### src/hdl/s2d_pkg.sv
package s2d_pkg;

    // Field and arithmetic widths.
    localparam int PIX_W      = 8;
    localparam int ERR_W      = 9;
    localparam int SUM_W      = 11;
    localparam int LW_W       = 13;
    localparam int TH_W       = 8;
    localparam int CFG_DATA_W = 13;
    localparam int CFG_IDX_W  = 1;

    // Configuration register indexes.
    localparam logic [CFG_IDX_W-1:0] REG_LINE_WIDTH = 1'd0;
    localparam logic [CFG_IDX_W-1:0] REG_THRESHOLD  = 1'd1;

    // Reset values of the configuration registers.
    localparam logic [LW_W-1:0] RESET_LINE_WIDTH = 13'd1024;
    localparam logic [TH_W-1:0] RESET_THRESHOLD  = 8'd128;

    // Default largest row length held by the line store.
    localparam int DEF_MAX_WIDTH = 4096;

    // Saturation and output levels.
    localparam logic signed [SUM_W-1:0] SUM_MAX = 11'sd255;
    localparam logic signed [ERR_W-1:0] ERR_MAX = 9'sd255;

    // Diffusion weights, in sixteenths.
    localparam logic [2:0] WT_FOUR  = 3'd4;
    localparam logic [2:0] WT_THREE = 3'd3;
    localparam logic [2:0] WT_TWO   = 3'd2;
    localparam logic [2:0] WT_ONE   = 3'd1;

    // Input FIFO between the front and the back.
    localparam int FQ_DEPTH = 4;
    localparam int FQ_PW    = 2;
    localparam int FQ_CW    = 3;

    // Write queue in front of the line store.
    localparam int WQ_DEPTH = 4;
    localparam int WQ_PW    = 2;
    localparam int WQ_CW    = 3;

    // Number of line store writes that one pixel can raise.
    localparam int WR_PORTS = 3;

    typedef struct packed {
        logic [PIX_W-1:0] gray;
        logic             frame_start;
    } t_in;

    typedef struct packed {
        logic ink;
        logic line_end;
    } t_out;

    // Oldest buffered word as the back sees it.
    typedef struct packed {
        logic valid;
        t_in  word;
    } t_head;

    // Share of an error for a weight in sixteenths, rounded half away from zero.
    function automatic logic signed [ERR_W-1:0] share(
        input logic signed [ERR_W-1:0] err,
        input logic [2:0]              wt
    );
        logic [ERR_W-2:0] mag;
        logic [11:0]      prod;
        logic [ERR_W-1:0] q;
        mag  = err[ERR_W-1] ? (ERR_W-1)'(-err) : err[ERR_W-2:0];
        prod = 12'(mag) * 12'(wt) + 12'd8;
        q    = {1'b0, prod[11:4]};
        return err[ERR_W-1] ? -$signed(q) : $signed(q);
    endfunction

endpackage

### src/hdl/s2d_front.sv
module s2d_front
    import s2d_pkg::*;
(
    input  logic  i_clk,
    input  logic  i_rst_n,
    input  logic  i_valid,
    output logic  o_stall,
    input  t_in   i_word,
    output t_head o_head,
    input  logic  i_pop
);

    t_in                r_buf [FQ_DEPTH];
    logic [FQ_PW-1:0]   r_wr_ptr;
    logic [FQ_PW-1:0]   r_rd_ptr;
    logic [FQ_CW-1:0]   r_count;
    logic               push;

    // The front takes a word whenever the buffer has a free slot.
    assign o_stall = (r_count == FQ_CW'(FQ_DEPTH));
    assign push    = i_valid && !o_stall;

    // Oldest word goes to the back.
    assign o_head.valid = (r_count != '0);
    assign o_head.word  = r_buf[r_rd_ptr];

    // Payload storage.
    always_ff @(posedge i_clk) begin
        if (push) begin
            r_buf[r_wr_ptr] <= i_word;
        end
    end

    // Pointers and fill level.
    always_ff @(posedge i_clk) begin
        if (!i_rst_n) begin
            r_wr_ptr <= '0;
            r_rd_ptr <= '0;
            r_count  <= '0;
        end else begin
            if (push) begin
                r_wr_ptr <= r_wr_ptr + 1'b1;
            end
            if (i_pop) begin
                r_rd_ptr <= r_rd_ptr + 1'b1;
            end
            case ({push, i_pop})
                2'b10:   r_count <= r_count + 1'b1;
                2'b01:   r_count <= r_count - 1'b1;
                default: r_count <= r_count;
            endcase
        end
    end

endmodule

### config.mk
export PLATFORM = sky130hd
export DESIGN_NAME = s2d_front
export DESIGN_NICKNAME = d
export VERILOG_FILES = /design/src/hdl/s2d_pkg.sv /design/src/hdl/s2d_front.sv
export SDC_FILE = /design/constraint.sdc
export NUM_CORES = 1
export LEC_CHECK = 0
export BUFFER_PORTS_ARGS = -buffer_cell sky130_fd_sc_hd__buf_2
export CAP_MARGIN = 20
export CORE_MARGIN = 5
export CORE_UTILIZATION = 60
export DETAILED_ROUTE_END_ITERATION = 7
export GPL_ROUTABILITY_DRIVEN = 0
export HOLD_SLACK_MARGIN = 0.1
export PLACE_DENSITY_LB_ADDON = 0.2
export SYNTH_ARGS = -nofsm -noshare
export SYNTH_HDL_FRONTEND = slang
export SYNTH_SLANG_ARGS = --single-unit
### constraint.sdc
create_clock -name i_clk -period 4 [get_ports i_clk]
set_clock_uncertainty 0.15 [all_clocks]
set_input_delay 0 -clock i_clk [delete_from_list [all_inputs] [get_ports i_clk]]
set_output_delay 0 -clock i_clk [all_outputs]
set_load 0.02 [all_outputs]
==> flow_metrics.env <==
export IMPL_crit_fanout=7
export IMPL_synth_edf_count=36
export IMPL_post_drt_wl_per_cell_um=17.0
export IMPL_internal_power_uw=821
export IMPL_num_rows=19
export IMPL_postRouteWirelength_mm=2.87
export IMPL_drv_cap=0
export IMPL_cts_max_level=2
export IMPL_cts_clk_slew_worst_paths_ps=130
export IMPL_dpl_hpwl_mm=1.91
export IMPL_clockPowerShare_pct=30.8
export IMPL_power_share_sequential_pct=53.0
export IMPL_wl_met1_mm=1.13
export IMPL_top_layer="met4"
export IMPL_fmax_mhz=430
export IMPL_max_stage_delay_ps=400
export IMPL_place_inst=148
export IMPL_yosysSeqAreaShare_pct=70.5
export IMPL_ant_nets=0
export IMPL_wl_met3_um=219
export IMPL_path_cells="nor3b_2 -> nor2b_1 -> inv_1 -> ha_1 -> inv_1 -> fa_1 -> xor2_1 -> or3_1 -> a21boi_1"
export IMPL_ys_types=21
export IMPL_wl_met2_mm=1.46
export IMPL_clock_root_buffer="clkbuf_4"
export IMPL_drc=0
export IMPL_grt_max_degree=15
export IMPL_detailedRoute_firstPassIterationCount=4
export IMPL_overflow=0
export IMPL_p_comb_share_pct=16.2
export IMPL_worstMarginPinSlew_ps=598
export IMPL_initialDrtViolationCount=79
export IMPL_p_sw_share_pct=23.7
export IMPL_clk_latency_ps=340
export IMPL_yosysWarnings=0
export IMPL_arrival_ps=2460
export IMPL_synth_ff_type="edfxtp_1"
export IMPL_avgSynthCellArea_um2=18.3
export IMPL_clock_sinks=45
export IMPL_cts_buffers=5
export IMPL_min_path_type="in -> reg"
export IMPL_outcome="finished clean"
export IMPL_cts_path_max_buffers=2
export IMPL_leakage_nw=0.795
export IMPL_syn_cell_area_mm2=0.00179
export IMPL_synth_top_cell_area_share_pct=60.4
export IMPL_reg2reg_slack_ps=1670
export IMPL_instances_no_fill=169
export IMPL_ys_top_cells_by_area="edfxtp_1 (60%), mux4_2 (11%), dfxtp_1 (10%)"
export IMPL_ff_latch_area_mm2=0.00126
export IMPL_tns_ps=0
export IMPL_postSynthCellCount=98
export IMPL_syn_nets=117
export IMPL_fin_crit_sh_pct=58.1
export IMPL_hold_violations=0
export IMPL_p_switching_uw=255
export IMPL_worstPathRequired_ps=4130
export IMPL_grt_pass1_wl_mm=5.01
export IMPL_period_minus_slack_ps=2330
export IMPL_fin_util_pct=76.4
export IMPL_synth_area_leader_cell="edfxtp_1"
export IMPL_cellPowerDensity_mw_per_mm2=502
export IMPL_criticalPathCategory="reg -> reg"
export IMPL_grt_use_total_pct=16.2
export IMPL_relSlewSlack_pct=60.1
export IMPL_antenna_found_initial=0
export IMPL_nets=156
export IMPL_async_flop_share_pct=0
export IMPL_drv_slew=0
export IMPL_numPortBuffers=23
export IMPL_cpMostUsedCell="inv_1"
export IMPL_die_h_um=64.6
export IMPL_setup_viol_count_final=0
export IMPL_drive_gt1_share_pct=33.3
export IMPL_via_count=953
export IMPL_rsz0062_at_grt="false"
export IMPL_multi_input_area_um2=474
export IMPL_end_kind="register"
export IMPL_peakVddDrop_uv=492
export IMPL_whs_ps=242
export IMPL_die_area_mm2=0.00417
export IMPL_critPathLaunchType="register"
export IMPL_design_core_area_mm2=0.00281
export IMPL_io_pin_count=24
export IMPL_start_util_pct=63.8
export IMPL_vias_per_cell=5.64
export IMPL_slowest_stage="fa_1"
export IMPL_grt_pass1_vias=1006
export IMPL_setup_ws_ps=1670
export IMPL_cts_tree="yes"
export IMPL_place_worst_setup_slack_ps=1760
export IMPL_area_growth_syn_to_layout_pct=19.9
export IMPL_die_x_um=64.6
export IMPL_diodes=0
export IMPL_ys_ff_latch=45
export IMPL_nFillCells=173
## critical path: cells and delay by family, from the launching register on
| family | cells | cell delay, ps |
|---|---|---|
| xor+xnor | 1 | 170 |
| flops | 1 | 380 |
| compound gates | 1 | 150 |
| buf+inv | 2 | 150 |
| fa+ha+maj | 2 | 570 |
| simple gates | 3 | 690 |
## through the flow
step,area (um2),power (mW)
2_1_floorplan,1790,0.694
3_3_place_gp,1910,0.735
3_5_place_dp,1910,0.746
4_1_cts,2140,1.08
5_1_grt,2140,1.13
6_report,2140,1.08
## flip-flops by register name (all words and copies together) (netlist names), named ones only
register,flops
r_buf,36
r_count,3
r_rd_ptr,2
r_wr_ptr,2
## cells in the mapped netlist, types with 2 or more instances
master and count:
and2_1 5, and2_2 4, buf_6 2, dfxtp_1 9
edfxtp_1 36, ha_1 5, inv_1 6, mux2i_1 2
mux4_2 9, nand2_1 6, o21ai_0 2, xnor2_1 2
xor2_1 2
## metal layers
metal	GRT usage (%)	vias to the layer above
met2	26.8	46
met3	5.01	10
li1	-	442
met5	0	-
met4	4.75	0
met1	20.8	455
## worst paths after layout
check,endpoint,cells after the start,startpoint
max,r_count[2]$_SDFFE_PN0P_,9,r_count[2]$_SDFFE_PN0P_
min,r_buf[0][2]$_DFFE_PP_,2,i_word[2]
max reg2reg,r_count[2]$_SDFFE_PN0P_,9,r_count[2]$_SDFFE_PN0P_
min reg2reg,r_wr_ptr[1]$_SDFFE_PN0P_,2,r_wr_ptr[1]$_SDFFE_PN0P_
## area by class of cell
cell class / instances / share of cell area [%]
sequential: 45 / 58.8
multi-input combinational: 43 / 22.1
timing repair buffer: 36 / 11.4
clock inverter: 3 / 3.03
tap: 31 / 1.81
clock buffer: 5 / 1.75
inverter: 6 / 1.05
## power by group through the flow
stage | clock [mW] | sequential [mW] | combinational (mW)
6_report | 0.331 | 0.570 | 0.175
5_1_grt | 0.358 | 0.576 | 0.194
4_1_cts | 0.337 | 0.571 | 0.177
3_5_place_dp | 0 | 0.582 | 0.164
3_3_place_gp | 0 | 0.578 | 0.157
2_1_floorplan | 0 | 0.568 | 0.126
## cell usage in the layout (no fill, tap or decap), drive strengths merged, types with 2 or more instances in the layout
cell type | Yosys | final
and2 | 9 | 9
buf | 2 | 23
bufinv | 0 | 2
clkbuf | 2 | 5
dfxtp | 9 | 9
dlygate4sd3 | 0 | 13
edfxtp | 36 | 36
ha | 5 | 5
inv | 6 | 6
mux2i | 2 | 2
mux4 | 9 | 9
nand2 | 6 | 6
o21ai | 2 | 2
or3 | 2 | 2
xnor2 | 2 | 2
xor2 | 2 | 2
## cells by family (layout without fill, tap and decap cells)
| logic type | after synthesis | in the layout | share of synthesized area [%] |
|---|---|---|---|
| buf+inv | 10 | 50 | 3.01 |
| simple gates | 19 | 19 | 6.50 |
| xor+xnor | 4 | 4 | 1.96 |
| mux | 11 | 11 | 12.4 |
| flops | 45 | 45 | 70.5 |
| fa+ha+maj | 6 | 6 | 4.62 |
| compound gates | 3 | 3 | 0.979 |
## repair_timing
| item | CTS | global route |
|---|---|---|
| setup buffers | 0 | 0 |
| resized for setup | 0 | 0 |
| hold buffers | 13 | 0 |
| hold endpoints to repair | 45 | 0 |
Note: power is estimated with default switching activity, not from simulation.
