**src/hdl/s2d_pkg.sv**
```systemverilog
package s2d_pkg;

    // Field and arithmetic widths.
    localparam int PIX_W      = 8;
    localparam int ERR_W      = 9;
    localparam int SUM_W      = 11;
    localparam int LW_W       = 13;
    localparam int TH_W       = 8;
    localparam int CFG_DATA_W = 13;
    localparam int CFG_IDX_W  = 1;

    // Configuration register indexes.
    localparam logic [CFG_IDX_W-1:0] REG_LINE_WIDTH = 1'd0;
    localparam logic [CFG_IDX_W-1:0] REG_THRESHOLD  = 1'd1;

    // Reset values of the configuration registers.
    localparam logic [LW_W-1:0] RESET_LINE_WIDTH = 13'd1024;
    localparam logic [TH_W-1:0] RESET_THRESHOLD  = 8'd128;

    // Default largest row length held by the line store.
    localparam int DEF_MAX_WIDTH = 4096;

    // Saturation and output levels.
    localparam logic signed [SUM_W-1:0] SUM_MAX = 11'sd255;
    localparam logic signed [ERR_W-1:0] ERR_MAX = 9'sd255;

    // Diffusion weights, in sixteenths.
    localparam logic [2:0] WT_FOUR  = 3'd4;
    localparam logic [2:0] WT_THREE = 3'd3;
    localparam logic [2:0] WT_TWO   = 3'd2;
    localparam logic [2:0] WT_ONE   = 3'd1;

    // Input FIFO between the front and the back.
    localparam int FQ_DEPTH = 4;
    localparam int FQ_PW    = 2;
    localparam int FQ_CW    = 3;

    // Write queue in front of the line store.
    localparam int WQ_DEPTH = 4;
    localparam int WQ_PW    = 2;
    localparam int WQ_CW    = 3;

    // Number of line store writes that one pixel can raise.
    localparam int WR_PORTS = 3;

    typedef struct packed {
        logic [PIX_W-1:0] gray;
        logic             frame_start;
    } t_in;

    typedef struct packed {
        logic ink;
        logic line_end;
    } t_out;

    // Oldest buffered word as the back sees it.
    typedef struct packed {
        logic valid;
        t_in  word;
    } t_head;

    // Share of an error for a weight in sixteenths, rounded half away from zero.
    function automatic logic signed [ERR_W-1:0] share(
        input logic signed [ERR_W-1:0] err,
        input logic [2:0]              wt
    );
        logic [ERR_W-2:0] mag;
        logic [11:0]      prod;
        logic [ERR_W-1:0] q;
        mag  = err[ERR_W-1] ? (ERR_W-1)'(-err) : err[ERR_W-2:0];
        prod = 12'(mag) * 12'(wt) + 12'd8;
        q    = {1'b0, prod[11:4]};
        return err[ERR_W-1] ? -$signed(q) : $signed(q);
    endfunction

endpackage

```
**src/hdl/s2d_back.sv**
```systemverilog
module s2d_back
    import s2d_pkg::*;
#(
    parameter int MAX_WIDTH = DEF_MAX_WIDTH,
    parameter int CW        = $clog2(MAX_WIDTH)
) (
    input  logic                    i_clk,
    input  logic                    i_rst_n,
    input  t_head                   i_head,
    output logic                    o_pop,
    input  logic [LW_W-1:0]         i_line_width,
    input  logic [TH_W-1:0]         i_threshold,
    output logic [CW-1:0]           o_rd_addr,
    input  logic signed [ERR_W-1:0] i_rd_data,
    output logic [WR_PORTS-1:0]     o_wr_valid,
    output logic [CW-1:0]           o_wr_addr [WR_PORTS],
    output logic signed [ERR_W-1:0] o_wr_data [WR_PORTS],
    output logic                    o_out_valid,
    input  logic                    i_out_stall,
    output t_out                    o_out_word
);

    logic [CW-1:0]           r_column;
    logic signed [ERR_W-1:0] r_ahead_one;
    logic signed [ERR_W-1:0] r_ahead_two;
    logic signed [ERR_W-1:0] r_pend [4];
    logic                    r_first_row;
    logic                    r_out_valid;
    t_out                    r_out_word;

    logic [CW-1:0]           n_column;
    logic                    out_ready;
    logic                    fire;
    logic                    fs;
    logic [CW-1:0]           x;
    logic [CW-1:0]           x_plus1;
    logic [CW-1:0]           last_col;
    logic [31:0]             lw_ext;
    logic [31:0]             last_full;
    logic                    last;
    logic                    first;
    logic signed [ERR_W-1:0] ahead_one;
    logic signed [ERR_W-1:0] ahead_two;
    logic signed [ERR_W-1:0] pend [4];
    logic signed [ERR_W-1:0] above;
    logic signed [SUM_W-1:0] sum;
    logic [PIX_W-1:0]        level;
    logic                    white;
    logic signed [ERR_W-1:0] err;
    logic signed [ERR_W-1:0] sh_four;
    logic signed [ERR_W-1:0] sh_three;
    logic signed [ERR_W-1:0] sh_two;
    logic signed [ERR_W-1:0] sh_one;
    logic signed [ERR_W-1:0] acc [4];

    // A pixel is taken when a word waits and the output register has room.
    assign out_ready = !r_out_valid || !i_out_stall;
    assign fire      = i_head.valid && out_ready;
    assign o_pop     = fire;

    // Last column of a row, with the width held to 1..MAX_WIDTH.
    always_comb begin
        lw_ext = 32'(i_line_width);
        if (lw_ext == 32'd0) begin
            last_full = 32'd0;
        end else if (lw_ext > 32'(MAX_WIDTH)) begin
            last_full = 32'(MAX_WIDTH) - 32'd1;
        end else begin
            last_full = lw_ext - 32'd1;
        end
        last_col = last_full[CW-1:0];
    end

    // A frame start abandons the row in progress.
    always_comb begin
        fs        = i_head.word.frame_start;
        x         = fs ? '0 : r_column;
        x_plus1   = x + 1'b1;
        first     = fs || r_first_row;
        ahead_one = fs ? '0 : r_ahead_one;
        ahead_two = fs ? '0 : r_ahead_two;
        for (int k = 0; k < 4; k++) begin
            pend[k] = fs ? '0 : r_pend[k];
        end
        last  = (x >= last_col);
        above = first ? '0 : i_rd_data;
    end

    // Adjusted value, threshold and quantisation error.
    always_comb begin
        sum = $signed(SUM_W'({1'b0, i_head.word.gray})) + SUM_W'(ahead_one) + SUM_W'(above);
        if (sum < 0) begin
            level = '0;
        end else if (sum > SUM_MAX) begin
            level = '1;
        end else begin
            level = sum[PIX_W-1:0];
        end
        white = (level > i_threshold);
        err   = white ? $signed({1'b0, level}) - ERR_MAX : $signed({1'b0, level});
    end

    // Shares of the error and the next-row partial sums.
    always_comb begin
        sh_four  = share(err, WT_FOUR);
        sh_three = share(err, WT_THREE);
        sh_two   = share(err, WT_TWO);
        sh_one   = share(err, WT_ONE);
        acc[0]   = pend[0] + sh_one;
        acc[1]   = pend[1] + sh_two;
        acc[2]   = pend[2] + sh_three;
        acc[3]   = pend[3] + sh_two;
    end

    // Finished columns go to the line store; a row end flushes two more.
    always_comb begin
        o_wr_valid[0] = fire && (x >= CW'(2));
        o_wr_addr[0]  = x - CW'(2);
        o_wr_data[0]  = acc[0];
        o_wr_valid[1] = fire && last && (x >= CW'(1));
        o_wr_addr[1]  = x - CW'(1);
        o_wr_data[1]  = acc[1];
        o_wr_valid[2] = fire && last;
        o_wr_addr[2]  = x;
        o_wr_data[2]  = acc[2];
    end

    // The store is read ahead through its registered port, at the column of the next pixel.
    always_comb begin
        n_column = r_column;
        if (fire) begin
            n_column = last ? '0 : x_plus1;
        end
    end
    assign o_rd_addr = n_column;

    // Row state.
    always_ff @(posedge i_clk) begin
        if (!i_rst_n) begin
            r_column    <= '0;
            r_ahead_one <= '0;
            r_ahead_two <= '0;
            r_first_row <= 1'b1;
            for (int k = 0; k < 4; k++) begin
                r_pend[k] <= '0;
            end
        end else if (fire) begin
            r_column <= n_column;
            if (last) begin
                r_ahead_one <= '0;
                r_ahead_two <= '0;
                r_first_row <= 1'b0;
                for (int k = 0; k < 4; k++) begin
                    r_pend[k] <= '0;
                end
            end else begin
                r_ahead_one <= ahead_two + sh_four;
                r_ahead_two <= sh_three;
                r_first_row <= first;
                r_pend[0]   <= acc[1];
                r_pend[1]   <= acc[2];
                r_pend[2]   <= acc[3];
                r_pend[3]   <= sh_one;
            end
        end
    end

    // Output register.
    always_ff @(posedge i_clk) begin
        if (!i_rst_n) begin
            r_out_valid <= 1'b0;
        end else if (fire) begin
            r_out_valid <= 1'b1;
        end else if (!i_out_stall) begin
            r_out_valid <= 1'b0;
        end
    end

    always_ff @(posedge i_clk) begin
        if (fire) begin
            r_out_word.ink      <= white;
            r_out_word.line_end <= last;
        end
    end

    assign o_out_valid = r_out_valid;
    assign o_out_word  = r_out_word;

    // After a row end the next pixel starts clean on a row that is not the first.
    a_row_end: assert property (@(posedge i_clk) disable iff (!i_rst_n)
        fire && last |=> r_column == '0 && r_ahead_one == '0 && r_ahead_two == '0
                         && !r_first_row)
        else $error("Row state not cleared after a row end.");

    // Within a row the column steps by one per pixel.
    a_col_step: assert property (@(posedge i_clk) disable iff (!i_rst_n)
        fire && !last |=> r_column == $past(x_plus1))
        else $error("Column did not advance by one.");

endmodule

```
**config.mk**
```make
export PLATFORM = sky130hd
export DESIGN_NAME = s2d_back
export DESIGN_NICKNAME = d
export VERILOG_FILES = /design/src/hdl/s2d_pkg.sv /design/src/hdl/s2d_back.sv
export SDC_FILE = /design/constraint.sdc
export NUM_CORES = 1
export LEC_CHECK = 0
export BUFFER_PORTS_ARGS = -buffer_cell sky130_fd_sc_hd__buf_2
export CAP_MARGIN = 20
export CORE_UTILIZATION = 60
export CTS_BUF_LIST = sky130_fd_sc_hd__clkbuf_16
export DETAILED_ROUTE_END_ITERATION = 10
export PLACE_DENSITY_LB_ADDON = 0.1
export REMOVE_ABC_BUFFERS = 1
export SYNTH_ARGS = -nofsm -noshare
export SYNTH_HDL_FRONTEND = slang
export SYNTH_SLANG_ARGS = --single-unit
```
**constraint.sdc**
```tcl
create_clock -name i_clk -period 16.6 [get_ports i_clk]
set_input_delay 2.49 -clock i_clk [delete_from_list [all_inputs] [get_ports i_clk]]
set_output_delay 2.49 -clock i_clk [all_outputs]
set_load 0.01 [all_outputs]
```
==> flow_summary.yaml <==
outcome:
  run_status: "finished clean"
die:
  initial_core_util: 0.620
  die_w_um: 122
  rows: 43
  io_pins: 125
  dieArea_sq_um: 15000
  coreArea_sq_um: 14000
  die_y_um: 122
clock_network:
  cts_resized: 0
  cts_tree: "done"
  numClockSinks: 70
  postCtsHoldBufs: 0
  clockBufferDepth: 2
  insertion_delay_ns: 0.34
  numCtsBuffers: 9
  htreeDepth: 3
  clkTransAtPathRegs_ns: 0.05
  cts_root_buf: "clkbuf_16"
  post-cts-setup-buffer-count: 0
setup_path:
  cp_slowest_stage_delay_ns: 0.42
  crit_family: "simple AND/OR/NAND/NOR gates"
  crit_required_ns: 14.11
  arrival_ns: 13.09
  slowest_stage: "fa_1"
  crit-reg2reg-launch: "r_first_row$_SDFFE_PN1P_"
  r2r-end: "r_pend[1][8]$_SDFFCE_PN0P_"
  crit_fanout: 11
  crit_buf_inv: 6
  crit_start: "i_head[0]"
  cp-end-kind: "primary output"
  reg2reg_depth: 52
  start_kind: "primary input"
  critPathKind: "in -> out"
  r2r_setup_slack_ns: 5.26
sta:
  max_freq_mhz: 64.2
  slew_viol_final: 0
  worst_pin_slew_ns: 0.882
  setup_violations: 0
  period_share: 0.939
  hold_viol: 0
  skew_ns: 0.00444
  fin_crit_ns: 15.58
  rsz0062_at_grt: "false"
  whs_ns: 0.449
  maxSlewHeadroom: 0.409
  setup-tns-final_ns: 0
finish:
  area_delta_synth_final_pct: 11.7
  drive_gt1_frac: 0.160
  diodes: 0
  fin_nets: 1350
  final_core_util: 0.693
  final_cells: 1383
logic_synthesis:
  syn_area_sq_um: 8710
  synth_cells: 1098
  synth.area.top_cells: "ha_1 (14%), edfxtp_1 (10%), dfxtp_1 (9.4%)"
  ys_seq_area_frac: 0.194
  synth_commonest_cells: "ha_1 (95), nor2_1 (87), nand2_1 (84)"
  yosysUniqueCellTypes: 90
  avgSynthCellArea_sq_um: 7.93
  yosysMostFrequentCell: "ha_1"
  synth_seq_cells: 70
  yosysTopAreaCellShare: 0.136
  yosysTopAreaCell: "ha_1"
  ys.flop_type: "dfxtp_1"
  synth_warnings: 0
  synth_edf_count: 29
  synthArstFlopShare: 0
min_path:
  hold_depth: 2
  min_from: "r_ahead_two[0]$_SDFFE_PN0P_"
  hold_class: "reg -> reg"
  min_to: "r_ahead_two[0]$_SDFFE_PN0P_"
global_route:
  grt_pass1_wl_um: 35200
  track_usage: 0.299
  grt_start_max_net_pins: 67
  antenna_found_initial: 0
  grt_remaining_overflow: 0
  grt_pass1_vias: 7294
routing:
  drt_wl_total_um: 22100
  viasPerCell: 5.81
  post_drt_wl_per_cell_um: 16.0
  drt-initial-drc-count: 495
  antenna_left: 0
  dr.pass1.iters: 7
  num_vias: 8035
  post-route-drc-count: 0
flow_run:
  max_cap_viol_count: 0
placement:
  hpwl_um: 17500
  port_buffers: 124
  place.gp.congestion: 1.02
  post-place-cells: 1367
tightest hold or removal path, cell delays in order, from the launching register on:
cell and delay (ns):
dfxtp_1 0.31, nand2_1 0.04, o21ai_0 0.06
routing by layer:
layer,track usage,wire length (um),up-vias,share of wire
li1,-,-,4049,-
met1,0.397,10200,3678,0.46
met2,0.486,10100,264,0.45
met3,0.0525,1370,44,0.062
met4,0.107,506,0,0.023
met5,0,0,-,0
how the worst max path moves through the flow:
stage	end	slack, ns	depth (start not counted)
after floorplan	o_wr_data[8]	2.19	43
after global placement	o_wr_data[8]	1.07	49
after detailed placement	o_wr_data[8]	0.76	50
after CTS	o_wr_data[8]	0.76	50
after global routing	o_wr_data[8]	0.07	50
final	o_wr_data[8]	1.02	50
cell families (layout without fill, tap and decap cells):
family,Yosys count,in the layout,synth area share
flip-flops,70,70,0.194
buffers and inverters,120,225,0.0536
adder cells (fa/ha/maj),109,109,0.169
AND/OR/NAND/NOR,417,417,0.250
multiplexers,14,14,0.0177
XOR/XNOR,109,109,0.112
AO/OA/AOI/OAI,259,259,0.204
sequential cells by signal (all words and copies together) (netlist names):
name and cells:
o_out_valid 1, o_out_word 2, r_ahead_one 9, r_ahead_two 9, r_column 12, r_first_row 1
r_pend 36
area by class of cell:
cell class / count / area [sq um]
clock buffers: 9 / 225
multi-input cells: 908 / 6560
clock inverters: 7 / 57.6
flip-flops and latches: 70 / 1690
inverters: 75 / 282
fillers: 1185 / 4310
well taps: 180 / 225
repair buffers: 134 / 696
placed cells by master, fill, tap and decap left out, types with 22 or more instances in the layout:
master and n:
nor3_1 23, nor2_1 85, xor2_1 28, dfxtp_1 41
a21oi_1 74, and2_1 46, nand3_1 29, a21o_1 28
nand2b_1 22, o21ai_0 48, ha_1 95, buf_2 124
edfxtp_1 29, nor2b_1 65, inv_1 73, nand2_1 84
xnor2_1 78
per-stage QoR:
step	worst slack [ns]	area (sq um)
6_report	1.02	9730
5_1_grt	0.0740	9730
4_1_cts	0.758	9730
3_5_place_dp	0.763	9450
3_3_place_gp	1.07	9450
2_1_floorplan	2.19	8530
Power is not shown: default switching activity piles up to over one toggle a cycle in this logic, so the estimate is an artifact.
